**config.mk**
```make
export PLATFORM = sky130hd
export DESIGN_NAME = html_tag_stripper
export DESIGN_NICKNAME = d
export VERILOG_FILES = /design/src/sv/hts_pkg.sv /design/src/sv/hts_parser.sv /design/src/sv/hts_result_q.sv /design/src/sv/html_tag_stripper.sv
export SDC_FILE = /design/constraint.sdc
export NUM_CORES = 1
export LEC_CHECK = 0
export BUFFER_PORTS_ARGS = -buffer_cell sky130_fd_sc_hd__buf_2
export CAP_MARGIN = 20
export CORE_ASPECT_RATIO = 0.75
export CORE_MARGIN = 5
export CORE_UTILIZATION = 55
export DETAILED_ROUTE_END_ITERATION = 16
export GPL_ROUTABILITY_DRIVEN = 0
export MAX_ROUTING_LAYER = met4
export PLACE_DENSITY = 0.84
export SLEW_MARGIN = 30
export SYNTH_ARGS = -nofsm -noshare
export SYNTH_HDL_FRONTEND = slang
export SYNTH_HIERARCHICAL = 1
export SYNTH_SLANG_ARGS = --single-unit
export TNS_END_PERCENT = 20
```
**constraint.sdc**
```tcl
create_clock -name clk_i -period 3.7 [get_ports clk_i]
set_input_delay 0.37 -clock clk_i [delete_from_list [all_inputs] [get_ports clk_i]]
set_output_delay 0.37 -clock clk_i [all_outputs]
set_load 0.02 [all_outputs]
```
**src/sv/hts_pkg.sv**
```systemverilog
// Package for the HTML tag stripper: result type, tag match codes and
// character constants. No dependencies.
package hts_pkg;

  localparam logic [7:0] ChOpen  = 8'h3C;  // '<'
  localparam logic [7:0] ChClose = 8'h3E;  // '>'
  localparam logic [7:0] ChB     = 8'h42;  // 'B'
  localparam logic [7:0] ChR     = 8'h52;  // 'R'
  localparam logic [7:0] ChP     = 8'h50;  // 'P'
  localparam logic [7:0] ChCr    = 8'h0D;
  localparam logic [7:0] ChLf    = 8'h0A;
  localparam logic [7:0] ChLowA  = 8'h61;
  localparam logic [7:0] ChLowZ  = 8'h7A;
  localparam logic [7:0] CaseBit = 8'h20;

  // Result queue geometry.
  localparam int unsigned QDepth = 4;
  localparam int unsigned QPtrW  = $clog2(QDepth);
  localparam int unsigned QCntW  = $clog2(QDepth + 1);

  typedef enum logic [2:0] {
    MATCH_NONE = 3'd0,
    MATCH_LT   = 3'd1,
    MATCH_B    = 3'd2,
    MATCH_BR   = 3'd3,
    MATCH_P    = 3'd4
  } match_e;

  typedef struct packed {
    logic [7:0] out_char;
    logic       is_done;
    logic       any_output;
    logic       last_of_run;
  } result_t;

  // What the parser hands the result queue for one transaction.
  typedef struct packed {
    logic [1:0] count;
    result_t    first;
    result_t    second;
  } push_t;

  function automatic logic [7:0] upcase(input logic [7:0] c);
    logic [7:0] r;
    r = c;
    if (c >= ChLowA && c <= ChLowZ) begin
      r = c - CaseBit;
    end
    return r;
  endfunction

endpackage

```
**src/sv/hts_parser.sv**
```systemverilog
// Tag parser for the HTML tag stripper: holds the tag state and turns one
// accepted transaction into zero, one or two results. Uses hts_pkg.
module hts_parser
  import hts_pkg::*;
(
  input  logic       clk_i,
  input  logic       rst_ni,
  input  logic       accept_i,
  input  logic [7:0] in_char_i,
  input  logic       end_of_text_i,
  output push_t      push_o
);

  logic   inside_tag_q, inside_tag_d;
  match_e match_q, match_d;
  logic   wrote_any_q, wrote_any_d;
  logic [7:0] upc;

  assign upc = upcase(in_char_i);

  always_comb begin
    inside_tag_d = inside_tag_q;
    match_d      = match_q;
    wrote_any_d  = wrote_any_q;
    push_o       = '0;
    if (end_of_text_i) begin
      // Close the string: report and clear.
      push_o.count              = 2'd1;
      push_o.first.is_done      = 1'b1;
      push_o.first.any_output   = wrote_any_q;
      push_o.first.last_of_run  = 1'b1;
      inside_tag_d = 1'b0;
      match_d      = MATCH_NONE;
      wrote_any_d  = 1'b0;
    end else if (in_char_i == ChOpen) begin
      // A nested '<' restarts the tag.
      inside_tag_d = 1'b1;
      match_d      = MATCH_LT;
    end else if (in_char_i == ChClose) begin
      inside_tag_d = 1'b0;
      match_d      = MATCH_NONE;
      if (inside_tag_q && (match_q == MATCH_BR || match_q == MATCH_P)) begin
        push_o.count              = 2'd2;
        push_o.first.out_char     = ChCr;
        push_o.second.out_char    = ChLf;
        push_o.second.last_of_run = 1'b1;
        wrote_any_d               = 1'b1;
      end
    end else if (inside_tag_q) begin
      unique case (match_q)
        MATCH_LT: begin
          if (upc == ChB) begin
            match_d = MATCH_B;
          end else if (upc == ChP) begin
            match_d = MATCH_P;
          end else begin
            match_d = MATCH_NONE;
          end
        end
        MATCH_B: begin
          match_d = (upc == ChR) ? MATCH_BR : MATCH_NONE;
        end
        default: begin
          match_d = MATCH_NONE;
        end
      endcase
    end else begin
      push_o.count             = 2'd1;
      push_o.first.out_char    = in_char_i;
      push_o.first.last_of_run = 1'b1;
      wrote_any_d              = 1'b1;
    end
  end

  always_ff @(posedge clk_i or negedge rst_ni) begin
    if (!rst_ni) begin
      inside_tag_q <= 1'b0;
      match_q      <= MATCH_NONE;
      wrote_any_q  <= 1'b0;
    end else if (accept_i) begin
      inside_tag_q <= inside_tag_d;
      match_q      <= match_d;
      wrote_any_q  <= wrote_any_d;
    end
  end

endmodule

```
**src/sv/hts_result_q.sv**
```systemverilog
// Result queue for the HTML tag stripper: a small register queue that takes
// up to two results per cycle and hands out one. Uses hts_pkg.
module hts_result_q
  import hts_pkg::*;
(
  input  logic    clk_i,
  input  logic    rst_ni,
  input  logic    push_en_i,
  input  push_t   push_i,
  output logic    space_o,
  output logic    out_valid_o,
  input  logic    out_ready_i,
  output result_t out_o
);

  result_t          entry_q [QDepth];
  logic [QPtrW-1:0] wr_ptr_q, wr_ptr_d;
  logic [QPtrW-1:0] rd_ptr_q, rd_ptr_d;
  logic [QCntW-1:0] cnt_q, cnt_d;
  logic [1:0]       n_push;
  logic             pop;
  logic [QPtrW-1:0] wr_next;

  assign n_push      = push_en_i ? push_i.count : 2'd0;
  assign out_valid_o = (cnt_q != '0);
  assign pop         = out_valid_o && out_ready_i;
  assign out_o       = entry_q[rd_ptr_q];
  // Room for a full pair, counted without the pop of this cycle.
  assign space_o     = (cnt_q <= QCntW'(QDepth - 2));
  assign wr_next     = wr_ptr_q + QPtrW'(1);

  always_comb begin
    wr_ptr_d = wr_ptr_q + QPtrW'(n_push);
    rd_ptr_d = rd_ptr_q + QPtrW'(pop);
    cnt_d    = cnt_q + QCntW'(n_push) - QCntW'(pop);
  end

  always_ff @(posedge clk_i) begin
    if (n_push != 2'd0) begin
      entry_q[wr_ptr_q] <= push_i.first;
    end
    if (n_push == 2'd2) begin
      entry_q[wr_next] <= push_i.second;
    end
  end

  always_ff @(posedge clk_i or negedge rst_ni) begin
    if (!rst_ni) begin
      wr_ptr_q <= '0;
      rd_ptr_q <= '0;
      cnt_q    <= '0;
    end else begin
      wr_ptr_q <= wr_ptr_d;
      rd_ptr_q <= rd_ptr_d;
      cnt_q    <= cnt_d;
    end
  end

endmodule

```
**src/sv/html_tag_stripper.sv**
```systemverilog
// Top level of the HTML tag stripper: parser plus result queue.
// Depends on hts_pkg, hts_parser and hts_result_q.
//
// Usage:
//   Input channel (in_valid_i / in_ready_o) carries one text byte per
//   transaction, or an end-of-text marker. Output channel (out_valid_o /
//   out_ready_i) carries one result byte per transaction with its flags.
//   Bytes from '<' through the next '>' are dropped; a <BR> or <P> tag
//   (either case) becomes CR then LF, both produced by the closing '>'.
//   An end transaction yields one result with is_done_o set and
//   any_output_o telling whether any byte went out since the last end.
// Timing: a result is written into the result queue when its input
//   transaction is accepted and is shown on the output from the queue head.
// Throughput: one input transaction per cycle while in_ready_o is high;
//   each result takes one output transaction, so a CR LF pair takes two and
//   the four-entry result queue absorbs the extra one. in_ready_o drops
//   only when the queue cannot take a full pair.
// Reset: clears the tag state, the written flag and the result queue.
// Receiver stall: results wait in the queue, unchanged on the ports; input
//   keeps flowing until the queue holds more than two results.
module html_tag_stripper
  import hts_pkg::*;
(
  input  logic       clk_i,
  input  logic       rst_ni,
  input  logic       in_valid_i,
  output logic       in_ready_o,
  input  logic [7:0] in_char_i,
  input  logic       end_of_text_i,
  output logic       out_valid_o,
  input  logic       out_ready_i,
  output logic [7:0] out_char_o,
  output logic       is_done_o,
  output logic       any_output_o,
  output logic       last_of_run_o
);

  logic    accept;
  push_t   push;
  result_t head;

  // Accept a transaction whenever the queue has room for a pair.
  assign accept = in_valid_i && in_ready_o;

  hts_parser u_parser (
    .clk_i        (clk_i),
    .rst_ni       (rst_ni),
    .accept_i     (accept),
    .in_char_i    (in_char_i),
    .end_of_text_i(end_of_text_i),
    .push_o       (push)
  );

  hts_result_q u_result_q (
    .clk_i      (clk_i),
    .rst_ni     (rst_ni),
    .push_en_i  (accept),
    .push_i     (push),
    .space_o    (in_ready_o),
    .out_valid_o(out_valid_o),
    .out_ready_i(out_ready_i),
    .out_o      (head)
  );

  // Drive the result fields from the queue head.
  assign out_char_o    = head.out_char;
  assign is_done_o     = head.is_done;
  assign any_output_o  = head.any_output;
  assign last_of_run_o = head.last_of_run;

endmodule

```
# Word-level counts from Yosys, hierarchy flattened
# Memory sizes are Yosys's and may differ from the RTL's.
# Index checks and enable logic that the tools add are counted.
# Widths: inputs -> output; s select.
word_totals:
  regBits: 12
  ramBits: 44
  output_inout_bits: 13
  wordCells: 81
  mem_count: 1
op_classes:
  addsub: 6
  magnitude_cmp: 3
  eq_ne: 13
  mux: 40
  reduce_logical: 12
mem_list:
  columns: ["name", "depth", "word_bits", "rd", "rd_clocked_by_memory_dff", "wr", "line", "source"]
  rows:
  - ["u_result_q.entry_q", 4, 11, 1, 0, 2, "hts_result_q.sv:16", "result_t entry_q [QDepth];"]
ops:
  columns: ["operator", "n"]
  rows:
  - ["$mux 10", 3]
  - ["$eq 8x7->1 const B", 3]
  - ["$mux 8", 3]
  - ["$mux 1", 19]
  - ["$mux 3", 6]
  - ["$mux 9", 2]
  - ["$eq 8x6->1 const B", 2]
  - ["$ge 8x7->1 const B", 1]
  - ["$le 8x7->1 const B", 1]
  - ["$mux 2", 4]
  - ["$mux 4", 2]
  - ["$sub 8x6->8 const B", 1]
  - ["$eq 3x2->1 const B", 2]
  - ["$ne 3x3->1 const B", 2]
  - ["$pmux 3 s2", 1]
  - ["$reduce_bool 3->1", 2]
  - ["$logic_and 1x1->1", 4]
  - ["$reduce_and 2->1", 2]
  - ["$reduce_and 4->1", 1]
  - ["$reduce_bool 4->1", 1]
  - ["$add 3x2->3", 1]
  - ["$eq 3x1->1 const B", 1]
  - ["$eq 3x3->1 const B", 1]
  - ["$le 3x2->1 const B", 1]
  - ["other kinds (8)", 8]

# Logic depth before layout (Yosys ltp)
# Gate-level depths: netlist of the first run.
logic_depth:
  depth_word: 11
  mapped_depth: 11
  depth_no_buf: 10

# Cells and area by module
# Netlist of the first run, hierarchy kept.
by_module_without_submodules:
  columns: ["module", "instances", "cells_per_inst", "area_each_um2", "seq_area_each_um2"]
  rows:
  - ["hts_result_q", 1, 151, 2606.2, 1496.4]
  - ["hts_parser", 1, 80, 613.1, 125.1]
  - ["html_tag_stripper", 1, 1, 6.3, 0.0]

# Least setup slack after synthesis of the first run
# OpenSTA, ideal clock, no wires.
synth_timing:
  kind: "register to register"
  from: "register u_parser.match_q[0]"
  to: "register u_result_q.cnt_q[2]"
  setup_time_ps: 123
  arrival_ps: 2723
  slack_ps: 854
  path_stages_with_launch: 10
  path_buffers: 1
  synth_period_minus_slack_ps: 2846
  path_cell_list: "dfrtp_1 or3b_1 a2111o_1 nor2_1 buf_4 nand2_1 ha_1 fa_1 xor2_1 xnor2_1"
synth_rtl:
  columns: ["item", "line", "source"]
  rows:
  - ["from (decl)", "hts_parser.sv:15", "match_e match_q, match_d;"]
  - ["from (signal assigned)", "hts_parser.sv:82", "match_q <= match_d;"]
  - ["to (signal assigned)", "hts_result_q.sv:55", "cnt_q <= cnt_d;"]
  - ["to (decl)", "hts_result_q.sv:19", "logic [QCntW-1:0] cnt_q, cnt_d;"]

# Worst setup path in the final report of the first run
layout_timing:
  from: "register u_parser.match_q[0]"
  to: "register u_result_q.cnt_q[2]"
layout_between:
  elab_chain_len: 10
layout_rtl:
  columns: ["item", "line", "source"]
  rows:
  - ["$eq 3x2->1 / $eq 3x3->1 (equally long branches)", "hts_parser.sv:42", "if (inside_tag_q && (match_q == MATCH_BR || match_q == MATCH_P)) begin"]
  - ["$logic_or 1x1->1 (*)", "hts_parser.sv:42", null]
  - ["$logic_and 1x1->1 (*)", "hts_parser.sv:42", null]
  - ["$mux 10 (*)", "hts_parser.sv:42", null]
  - ["$mux 10 (*)", "hts_parser.sv:39", "end else if (in_char_i == ChClose) begin"]
  - ["$mux 10 (*)", "hts_parser.sv:35", "end else if (in_char_i == ChOpen) begin"]
  - ["$mux 2 (*)", "hts_parser.sv:26", "if (end_of_text_i) begin"]
  - ["$mux 2 (*)", "hts_result_q.sv:24", "assign n_push = push_en_i ? push_i.count : 2'd0;"]
  - ["$add 3x2->3 (*)", "hts_result_q.sv:35", "cnt_d = cnt_q + QCntW'(n_push) - QCntW'(pop);"]
  - ["$sub 3x1->3 (*)", "hts_result_q.sv:35", null]
  - ["net u_result_q.cnt_d[2]", "hts_result_q.sv:19", null]
# Mark *: on every way through the listed nets, which the timed path passes. The rest lies on a longest branch.
# A chain may end at the register's enable or synchronous reset.

==> impl_metrics.tcl, run 1 <==
set metrics [dict create \
    slew_violations 0 \
    async_flop_share_pct 21.4 \
    drv_cap 0 \
    period_share_pct 78.2 \
    synth.avg_cell_area_um2 13.9 \
    seq_power_share_pct 46.9 \
    max-clock-path-buffers 2 \
    r2r_end "u_result_q/cnt_q[2]" \
    cts_max_level 2 \
    cts_setup_buffers 0 \
    syn_inst 232 \
    seq_area_frac_synth_pct 50.3 \
    dieArea_mm2 0.00751 \
    synth_top_family_by_area "multiplexers" \
    path_class "flop to flop" \
    power_frac_comb_pct 32.9 \
    viasPerCell 5.85 \
    synth-xor-area-share_pct 1.90 \
    hp-class "input port to flop" \
    fp.dieW_um 98.4 \
    skew_ns 0.00990 \
    p_total_mw 1.99 \
    wl_met3_um 411 \
    powerDensity_mw_per_mm2 569 \
    crit_start "u_parser/match_q[0]" \
    ctsResizeCount 0 \
    layout_commonest_cell "edfxtp_1" \
    clock-sinks 56 \
    crit_path_start_kind "flop" \
    wl_um 6340 \
    finalSetupViolCount 0 \
    switching_share_pct 33.9 \
    cts_tree "built" \
    synthToLayoutAreaGrowth_pct 8.26 \
    synth-compound-area-share_pct 5.28 \
    hpwl_um 4330 \
    worst_slew_pin_slew_ns 0.870 \
    clockRootBuffer "clkbuf_8" \
    layout.nets 274 \
    grt_max_degree 19 \
    synth-simple-area-share_pct 10.5 \
    met1_length_um 2900 \
    syn_area_mm2 0.00323 \
    grt_pass1_wl_um 10700 \
    outcome "complete, no violations" \
    die_h_um 76.3 \
    synthMuxAreaShare_pct 24.6 \
    drive_above_1_share_pct 38.1 \
    initial_core_util_pct 55.9 \
    critPathMaxFanout 18 \
    synth_edf_count 44 \
    dr_total_vias 1961 \
    worst_slew_margin_rel_pct 42.0 \
    rsz0062_at_grt "no" \
    switching_power_mw 0.673 \
    clock.fmax_ghz 0.346 \
    yosys_warnings 6 \
    grt_pass1_vias 1999 \
    setup_tns_ns 0 \
    portBuffers 25 \
    final_cell_mix "edfxtp_1 (44), mux2_2 (35), buf_2 (25)" \
    finalWorstPathRequiredPeriod_ns 2.89 \
    ys_types 47 \
    synth_flop_cell "edfxtp_1" \
    n_fill_cell 458 \
    numCtsBuffers 5 \
    clk_latency_ns 0.32 \
    core_mm2 0.00577 \
    highest-signal-layer "met4" \
    hold_violations 0 \
    crit_arrival_ns 3.11 \
    antenna_found_initial 0 \
    grt_overflow 0 \
    p_int_mw 1.31 \
    crit_path_end "u_result_q/cnt_q[2]" \
    antenna_cells 0 \
    ys_seq_elements 56 \
    ir_drop_v 0.000325 \
    cts_hold_buf 1 \
    leakage_nw 1.32 \
    drt_iter0_drc 133 \
    track_usage_pct 18.7 \
    ff2ff_path_depth 9 \
    r2r-start "u_parser/match_q[0]" \
    io_pins 26 \
    clk_pin_slew_worst_paths_ns 0.10 \
    r2r_slack_ns 0.81 \
    met2_length_um 2960 \
    drc 0 \
    rows 24 \
    ant_nets 0 \
    routedWlPerCell_um 18.9 \
    synthAdderAreaFrac_pct 2.17 \
    worst_setup_path_end_kind "flop" \
    drt-pass1-iter-count 4 \
    power_frac_clock_pct 20.2 \
    cp.required_ns 3.92 \
]
[cell families (layout without fill, tap and decap cells)]
logic type,count (synthesis),in the layout
AND/OR/NAND/NOR,53,53
XOR/XNOR,7,7
buffers and inverters,28,46
AO/OA/AOI/OAI,26,26
multiplexers,56,56
other,1,8
flip-flops,56,56
adder cells (fa/ha/maj),5,5
[layer usage]
metal | vias up | global-route usage, %
li1 | 915 | -
met1 | 970 | 27.3
met2 | 70 | 26.8
met3 | 6 | 4.57
met4 | 0 | 3.68
met5 | - | -
[power groups by stage]
stage,logic [mW],registers [mW],clock network (mW)
after global routing,0.712,0.951,0.436
final,0.653,0.931,0.402
after CTS,0.663,0.932,0.410
after detailed placement,0.658,0.946,0
after floorplan,0.561,0.852,0
after global placement,0.644,0.937,0
[area by class of cell]
class	instances	area [µm²]	share of cell area (%)
inverters	7	26.3	0.752
repair buffers	31	173	4.94
well taps	78	97.6	2.79
flip-flops and latches	56	1620	46.4
clock inverters	3	42.5	1.22
multi-input cells	155	1460	41.9
clock buffers	5	68.8	1.97
[worst max-delay path, cell delays in order, from the launching register on]
cell      delay [ns]
dfrtp_1         0.43
or3b_1          0.41
a2111o_1        0.46
nor2_1          0.12
buf_4           0.22
nand2_1         0.11
ha_1            0.33
fa_1            0.43
xor2_1          0.16
xnor2_1         0.12
[metrics by stage]
stage | hold WS (ns) | area, µm² | instances | setup slack [ns] | util (%)
final | 0.345 | 3490 | 335 | 0.806 | 60.6
after global routing | 0.351 | 3490 | 335 | 0.631 | 60.6
after CTS | 0.336 | 3490 | 335 | 0.815 | 60.6
after detailed placement | 0.273 | 3370 | 326 | 0.832 | 58.5
after global placement | 0.264 | 3370 | 326 | 0.918 | 58.5
after floorplan | 0.0744 | 3250 | 239 | 0.854 | -
[Yosys cell counts (2+ instances only)]
library cell  count  share of area, %
mux2_2           35                12
ha_1              4               1.6
nand2b_1          2              0.39
nor3b_1           4              0.93
o21ai_1           8               1.2
dfrtp_1          12               9.3
edfxtp_1         44                41
nor2_1            8              0.93
mux2_4           10               4.7
and2_1            7               1.4
nor3_1            4              0.62
nand2_1          10               1.2
nand3b_1          4              0.93
a21oi_1           6              0.93
o21ai_0           2              0.31
xnor2_1           5               1.4
buf_4            13               3.0
buf_2             5              0.78
nor4bb_1          2              0.62
o21a_1            2              0.47
mux4_2           11               7.7
inv_1             7              0.81
xor2_1            2              0.54
and3_1            2              0.39
[worst min path at each step]
stage / startpoint / endpoint / cells past startpoint
3_5_place_dp: rst_ni / u_parser/match_q[2] / 1
2_1_floorplan: rst_ni / u_parser/inside_tag_q / 0
4_1_cts: out_ready_i / u_result_q/rd_ptr_q[1] / 3
5_1_grt: in_char_i[1] / u_parser/inside_tag_q / 2
6_report: out_ready_i / u_result_q/rd_ptr_q[1] / 3
3_3_place_gp: rst_ni / u_parser/match_q[1] / 1
[registers in the layout (all words and copies together) (netlist names)]
signal and flops:
u_parser/wrote_any_q 1, u_result_q/entry_q 44, u_result_q/cnt_q 3, u_result_q/rd_ptr_q 2, u_parser/inside_tag_q 1, u_result_q/wr_ptr_q 2, u_parser/match_q 3
Power figures use the tool's default switching activity.
==> run 2, diff against run 1 <==
--- a/config.mk
+++ b/config.mk
@@ -9,11 +9,11 @@
 export CAP_MARGIN = 20
 export CORE_ASPECT_RATIO = 0.75
 export CORE_MARGIN = 5
-export CORE_UTILIZATION = 55
+export CORE_UTILIZATION = 54
 export DETAILED_ROUTE_END_ITERATION = 16
 export GPL_ROUTABILITY_DRIVEN = 0
 export MAX_ROUTING_LAYER = met4
-export PLACE_DENSITY = 0.84
+export PLACE_DENSITY = 0.86
 export SLEW_MARGIN = 30
 export SYNTH_ARGS = -nofsm -noshare
 export SYNTH_HDL_FRONTEND = slang
==> constraint.sdc (replaced) <==
create_clock -name clk_i -period 2.5 [get_ports clk_i]
set_input_delay 0.25 -clock clk_i [delete_from_list [all_inputs] [get_ports clk_i]]
set_output_delay 0.25 -clock clk_i [all_outputs]
set_load 0.02 [all_outputs]
==> run 2 against run 1 <==
Compared with the run above: the run now ends with setup timing left; via count rose by 3.7%; routed wire length is 3.5% higher; combinational power grew 65%; final cell count increased by 6.3%; highest routed layer unchanged; largest cell class unchanged; die area grew 1.6%; clock power grew 16%; non-clock buffer count rose by 22; register-to-register slack worse by 0.86 ns; sequential share of layout area decreased by 2.7 points; utilization grew 3.4 points.
==> impl_metrics.tcl, run 2 (synthesis results as in run 1) <==
set metrics [dict create \
    viasPerCell 5.71 \
    hpwl_um 4880 \
    path_class "flop to flop" \
    post-place-ws_ns -0.0407 \
    cts_tree "built" \
    top_regs "u_result_q/entry_q x44, u_parser/match_q x3, u_result_q/cnt_q x3" \
    crit_path_start_kind "flop" \
    cts_setup_buffers 0 \
    die_h_um 76.9 \
    rsz0062_at_grt "yes" \
    setup_tns_ns -0.704 \
    period_share_pct 102 \
    grt_pass1_vias 2088 \
    dp_cells 348 \
    finalWorstPathRequiredPeriod_ns 2.56 \
    dieArea_mm2 0.00763 \
    routedWlPerCell_um 18.4 \
    n_fill_cell 422 \
    dr_total_vias 2033 \
    drc 0 \
    grt_pass1_wl_um 10900 \
    antenna_found_initial 0 \
    critPathMaxFanout 11 \
    skew_ns 0.00802 \
    violations "setup timing" \
    largest_reg_flops 44 \
    final_cell_area_mm2 0.00371 \
    worst_setup_path_end_kind "flop" \
    drv_cap 0 \
    clock.fmax_ghz 0.391 \
    cp.required_ns 2.56 \
    outcome "finished, violations left" \
    clock-sinks 56 \
    initial_core_util_pct 55.7 \
    worst_slew_pin_slew_ns 0.622 \
    drive_above_1_share_pct 45.0 \
    drt_iter0_drc 171 \
    fin_cells 356 \
    cts_max_level 2 \
    final_cell_mix "edfxtp_1 (44), buf_4 (26), mux2_2 (26)" \
    ant_nets 0 \
    drt-pass1-iter-count 7 \
    clockRootBuffer "clkbuf_8" \
    rows 24 \
    worst_slew_margin_rel_pct 58.5 \
    powerDensity_mw_per_mm2 784 \
    worst_hold_slack_ns 0.233 \
    setup_ws_ns -0.0564 \
    finalSetupViolCount 23 \
    slew_violations 0 \
    regMostFlops "u_result_q/entry_q" \
    grt_max_degree 17 \
    seqCellArea_mm2 0.00162 \
    fp.dieW_um 99.2 \
    grt_overflow 0 \
    max-clock-path-buffers 2 \
    synthToLayoutAreaGrowth_pct 14.9 \
    multi_input_area_mm2 0.00154 \
    core_mm2 0.00580 \
    hold_violations 0 \
    layout_commonest_cell "edfxtp_1" \
    leakage_nw 1.45 \
    wl_um 6560 \
    antenna_cells 0 \
    hp-class "input port to flop" \
    layout.nets 296 \
    io_pins 26 \
    track_usage_pct 18.9 \
    crit_arrival_ns 2.62 \
    clk_pin_slew_worst_paths_ns 0.09 \
    portBuffers 25 \
    numCtsBuffers 5 \
    ir_drop_v 0.000314 \
    clk_latency_ns 0.30 \
    place_area_mm2 0.00359 \
]
run 2: what timing repair did:
action | 4_1_cts | 5_1_grt
endpoints found under the setup margin | 34 | 75
hold buffers | 1 | 0
hold endpoints to repair | 12 | 0
gates resized for setup | 2 | 2
run 2: final cells by class:
cell class	instances	share of cell area, %
Timing Repair Buffer	53	9.21
Clock buffer	5	1.86
Clock inverter	2	0.337
Sequential cell	56	43.7
Tap cell	78	2.63
Multi-Input combinational cell	155	41.5
Inverter	7	0.709
run 2: final timing paths:
kind | endpoint | startpoint | slack (ns) | cells after the start
min in group asynchronous | u_result_q/rd_ptr_q[0] | rst_ni | 0.35 | 2
setup reg to reg | u_result_q/entry_q[3][8] | u_parser/match_q[0] | -0.06 | 6
max in group asynchronous | u_result_q/wr_ptr_q[0] | rst_ni | 1.94 | 2
setup / recovery | u_result_q/entry_q[3][8] | u_parser/match_q[0] | -0.06 | 6
hold / removal | u_result_q/rd_ptr_q[1] | out_ready_i | 0.23 | 3
hold reg to reg | u_result_q/cnt_q[2] | u_result_q/cnt_q[2] | 0.50 | 1
run 2: through the flow:
stage	utilization [%]	total power, mW
after floorplan	-	2.11
after global placement	61.9	2.40
after detailed placement	61.9	2.45
after CTS	63.8	2.93
after global routing	64.0	3.08
final	64.0	2.91
run 2: per-layer routing:
layer	share of wire, %	vias to the layer above	global-route usage (%)
li1	-	953	-
met1	45	1022	24.9
met2	49	56	30.8
met3	5.2	2	2.72
met4	0.55	0	5.46
met5	0	-	-
run 2: report_power, final:
group          switching, mW  internal (mW)  total (mW)
logic                  0.545          0.533        1.08
registers              0.184           1.18        1.36
clock network          0.278          0.190       0.468
total                   1.01           1.90        2.91
run 2: critical path, cell delays in order, from the launching register on:
cell and delay [ns]:
dfrtp_1 0.40, or3b_1 0.38, a2111o_1 0.42, nor2_4 0.14
nand3b_4 0.12, or3b_4 0.52, mux2_4 0.34
==> run 3, diff against run 2 <==
--- a/config.mk
+++ b/config.mk
@@ -9,14 +9,14 @@
 export CAP_MARGIN = 20
 export CORE_ASPECT_RATIO = 0.75
 export CORE_MARGIN = 5
-export CORE_UTILIZATION = 54
+export CORE_UTILIZATION = 53
+export CTS_CLUSTER_SIZE = 30
 export DETAILED_ROUTE_END_ITERATION = 16
 export GPL_ROUTABILITY_DRIVEN = 0
 export MAX_ROUTING_LAYER = met4
-export PLACE_DENSITY = 0.86
+export PLACE_DENSITY = 0.85
 export SLEW_MARGIN = 30
 export SYNTH_ARGS = -nofsm -noshare
 export SYNTH_HDL_FRONTEND = slang
-export SYNTH_HIERARCHICAL = 1
 export SYNTH_SLANG_ARGS = --single-unit
 export TNS_END_PERCENT = 20
==> run 3 against run 2 <==
Compared with the run above: the run now ends clean; via count up 20%; die area is 5.1% lower; sequential power is 12% higher; area after synthesis decreased by 7.5%; sequential cell count unchanged; critical endpoint is now u_result_q.cnt_q[2]; largest cell class is now multi-input gates; largest power group is now combinational logic; highest routed layer unchanged.
==> impl_metrics.tcl, run 3 <==
set metrics [dict create \
    slowest_delay_ns 0.43 \
    clk_latency_ns 0.31 \
    grt_pass1_wl_um 12200 \
    n_fill_cell 485 \
    syn_inst 289 \
    cp.required_ns 2.71 \
    layout.nets 342 \
    ant_nets 0 \
    outcome "complete, no violations" \
    yosysTopAreaCellShare_pct 21.5 \
    clock.fmax_ghz 0.416 \
    routedWlPerCell_um 18.2 \
    synth_flop_cell "dfxtp_1" \
    finalWorstPathRequiredPeriod_ns 2.40 \
    core_mm2 0.00541 \
    final_cell_area_mm2 0.00333 \
    async_flop_share_pct 21.4 \
    crit_arrival_ns 2.61 \
    path_class "flop to flop" \
    drv_cap 0 \
    ys_types 59 \
    dieArea_mm2 0.00725 \
    clock-sinks 56 \
    initial_core_util_pct 55.2 \
    cts_max_level 2 \
    ys_seq_elements 56 \
    grt_overflow 0 \
    place_area_mm2 0.00321 \
    synthTopCellsByCount "dfxtp_1 (32), nand2_1 (26), nor2_1 (24)" \
    skew_ns 0.00564 \
    wl_um 7240 \
    critPathMaxFanout 5 \
    worst_slew_margin_rel_pct 54.2 \
    dr_total_vias 2438 \
    drt_iter0_drc 302 \
    yosys_warnings 0 \
    grt_pass1_vias 2434 \
    syn_area_mm2 0.00298 \
    powerDensity_mw_per_mm2 1070 \
    hp-class "input port to flop" \
    hold_path_startpoint "out_ready_i" \
    r2r_slack_ns 0.1 \
    final_cell_mix "dfxtp_1 (32), nand2_1 (26), buf_2 (25)" \
    drt-pass1-iter-count 4 \
    r2r-start "u_parser.match_q[1]" \
    synth_top_cell_by_area "dfxtp_1" \
    setup_tns_ns 0 \
    dp_cells 387 \
    synthToLayoutAreaGrowth_pct 11.6 \
    hold_violations 0 \
    top_regs "u_result_q.entry_q x44, u_parser.match_q x3, u_result_q.cnt_q x3" \
    track_usage_pct 22.0 \
    viasPerCell 6.13 \
    finalSetupViolCount 0 \
    ff2ff_path_depth 7 \
    cts_tree "built" \
    rows 23 \
    drc 0 \
    numCtsBuffers 5 \
    yosysMostFrequentCell "dfxtp_1" \
    fin_cells 398 \
    fp.dieW_um 96.6 \
    portBuffers 25 \
    layout_commonest_cell "dfxtp_1" \
    worst_slew_pin_slew_ns 0.682 \
    crit_path_start_kind "flop" \
    synth_nets 309 \
    synth_edf_count 12 \
    hpwl_um 5600 \
    holdPathStages 3 \
    worst_setup_path_end_kind "flop" \
    r2r_end "u_result_q.cnt_q[2]" \
    ir_drop_v 0.000911 \
    io_pins 26 \
    yosys-top-cells-area "dfxtp_1 (21%), edfxtp_1 (12%), dfrtp_1 (10%)" \
    grt_max_degree 18 \
    die_h_um 75.0 \
    slowest_stage "dfrtp_1" \
    seq_area_frac_synth_pct 43.6 \
    regMostFlops "u_result_q.entry_q" \
    period_share_pct 96.1 \
    cp_top_family "adder cells" \
    clk_pin_slew_worst_paths_ns 0.10 \
    leakage_nw 1.41 \
    drive_above_1_share_pct 23.2 \
    crit_path_cell_trace "nor3b_2 > o2111ai_1 > or2_2 > ha_1 > fa_1 > xor2_1 > xnor2_1" \
    path_buf_inv 0 \
    rsz0062_at_grt "no" \
    slew_violations 0 \
    synth.avg_cell_area_um2 10.3 \
    hold_end "u_result_q.rd_ptr_q[0]" \
    clockRootBuffer "clkbuf_8" \
    max-clock-path-buffers 2 \
    antenna_cells 0 \
    largest_reg_flops 44 \
    antenna_found_initial 0 \
]
## run 3: worst min-delay path, stage by stage
cell    delay, ns
buf_2        0.07
and2_1       0.15
ha_1         0.14
## run 3: cell families after synthesis
logic type	synth area share, %
mux	8.68
buf+inv	3.90
flops	43.6
simple gates	25.5
compound gates	13.3
fa+ha+maj	3.19
xor+xnor	1.76
## run 3: repair_timing
action | CTS | global route
gates cloned | 0 | 0
pin swaps | 0 | 1
setup buffers | 0 | 2
endpoints found under the setup margin | 1 | 1
endpoints found under the hold margin | 12 | 0
gates resized for setup | 1 | 0
hold buffers | 1 | 0
## run 3: worst max-delay path by stage
stage                                    from                   to  depth (start not counted)
after floorplan           u_result_q.cnt_q[0]  u_result_q.cnt_q[2]                          9
after global placement    u_parser.match_q[0]  u_result_q.cnt_q[2]                          7
after detailed placement  u_parser.match_q[0]  u_result_q.cnt_q[2]                          7
after CTS                 u_result_q.cnt_q[2]  u_result_q.cnt_q[2]                          9
after global routing      u_result_q.cnt_q[0]  u_result_q.cnt_q[2]                          9
final                     u_parser.match_q[1]  u_result_q.cnt_q[2]                          7
## run 3: where the power goes
part,internal [mW],switching (mW)
Sequential,1.25,0.267
Clock,0.227,0.288
Combinational,0.699,0.835
Total,2.18,1.39
## run 3: final cells by class
class / count / area, µm² / area share (%)
Multi-Input combinational cell: 209 / 1570 / 47.2
Clock inverter: 1 / 6.26 / 0.188
Tap cell: 75 / 93.8 / 2.82
Clock buffer: 7 / 86.3 / 2.59
Inverter: 12 / 45.0 / 1.35
Timing Repair Buffer: 38 / 225 / 6.76
Sequential cell: 56 / 1300 / 39.1
## run 3: per-stage QoR
stage | power (mW) | hold slack, ns | utilization (%) | setup WS (ns)
2_1_floorplan | 2.64 | -0.0456 | - | 0.117
3_3_place_gp | 2.99 | 0.143 | 59.3 | 0.104
3_5_place_dp | 3.06 | 0.150 | 59.3 | -0.0219
4_1_cts | 3.57 | 0.324 | 61.3 | 0.0686
5_1_grt | 3.83 | 0.349 | 61.5 | 0.00699
6_report | 3.57 | 0.322 | 61.5 | 0.0966
## run 3: metal layers
| layer | part of all wire [%] | global-route usage (%) | up-vias |
|---|---|---|---|
| met4 | 3.1 | 9.19 | 0 |
| met2 | 45 | 33.0 | 130 |
| met5 | 0 | - | - |
| met3 | 8.4 | 5.56 | 21 |
| met1 | 44 | 28.9 | 1140 |
| li1 | - | - | 1147 |
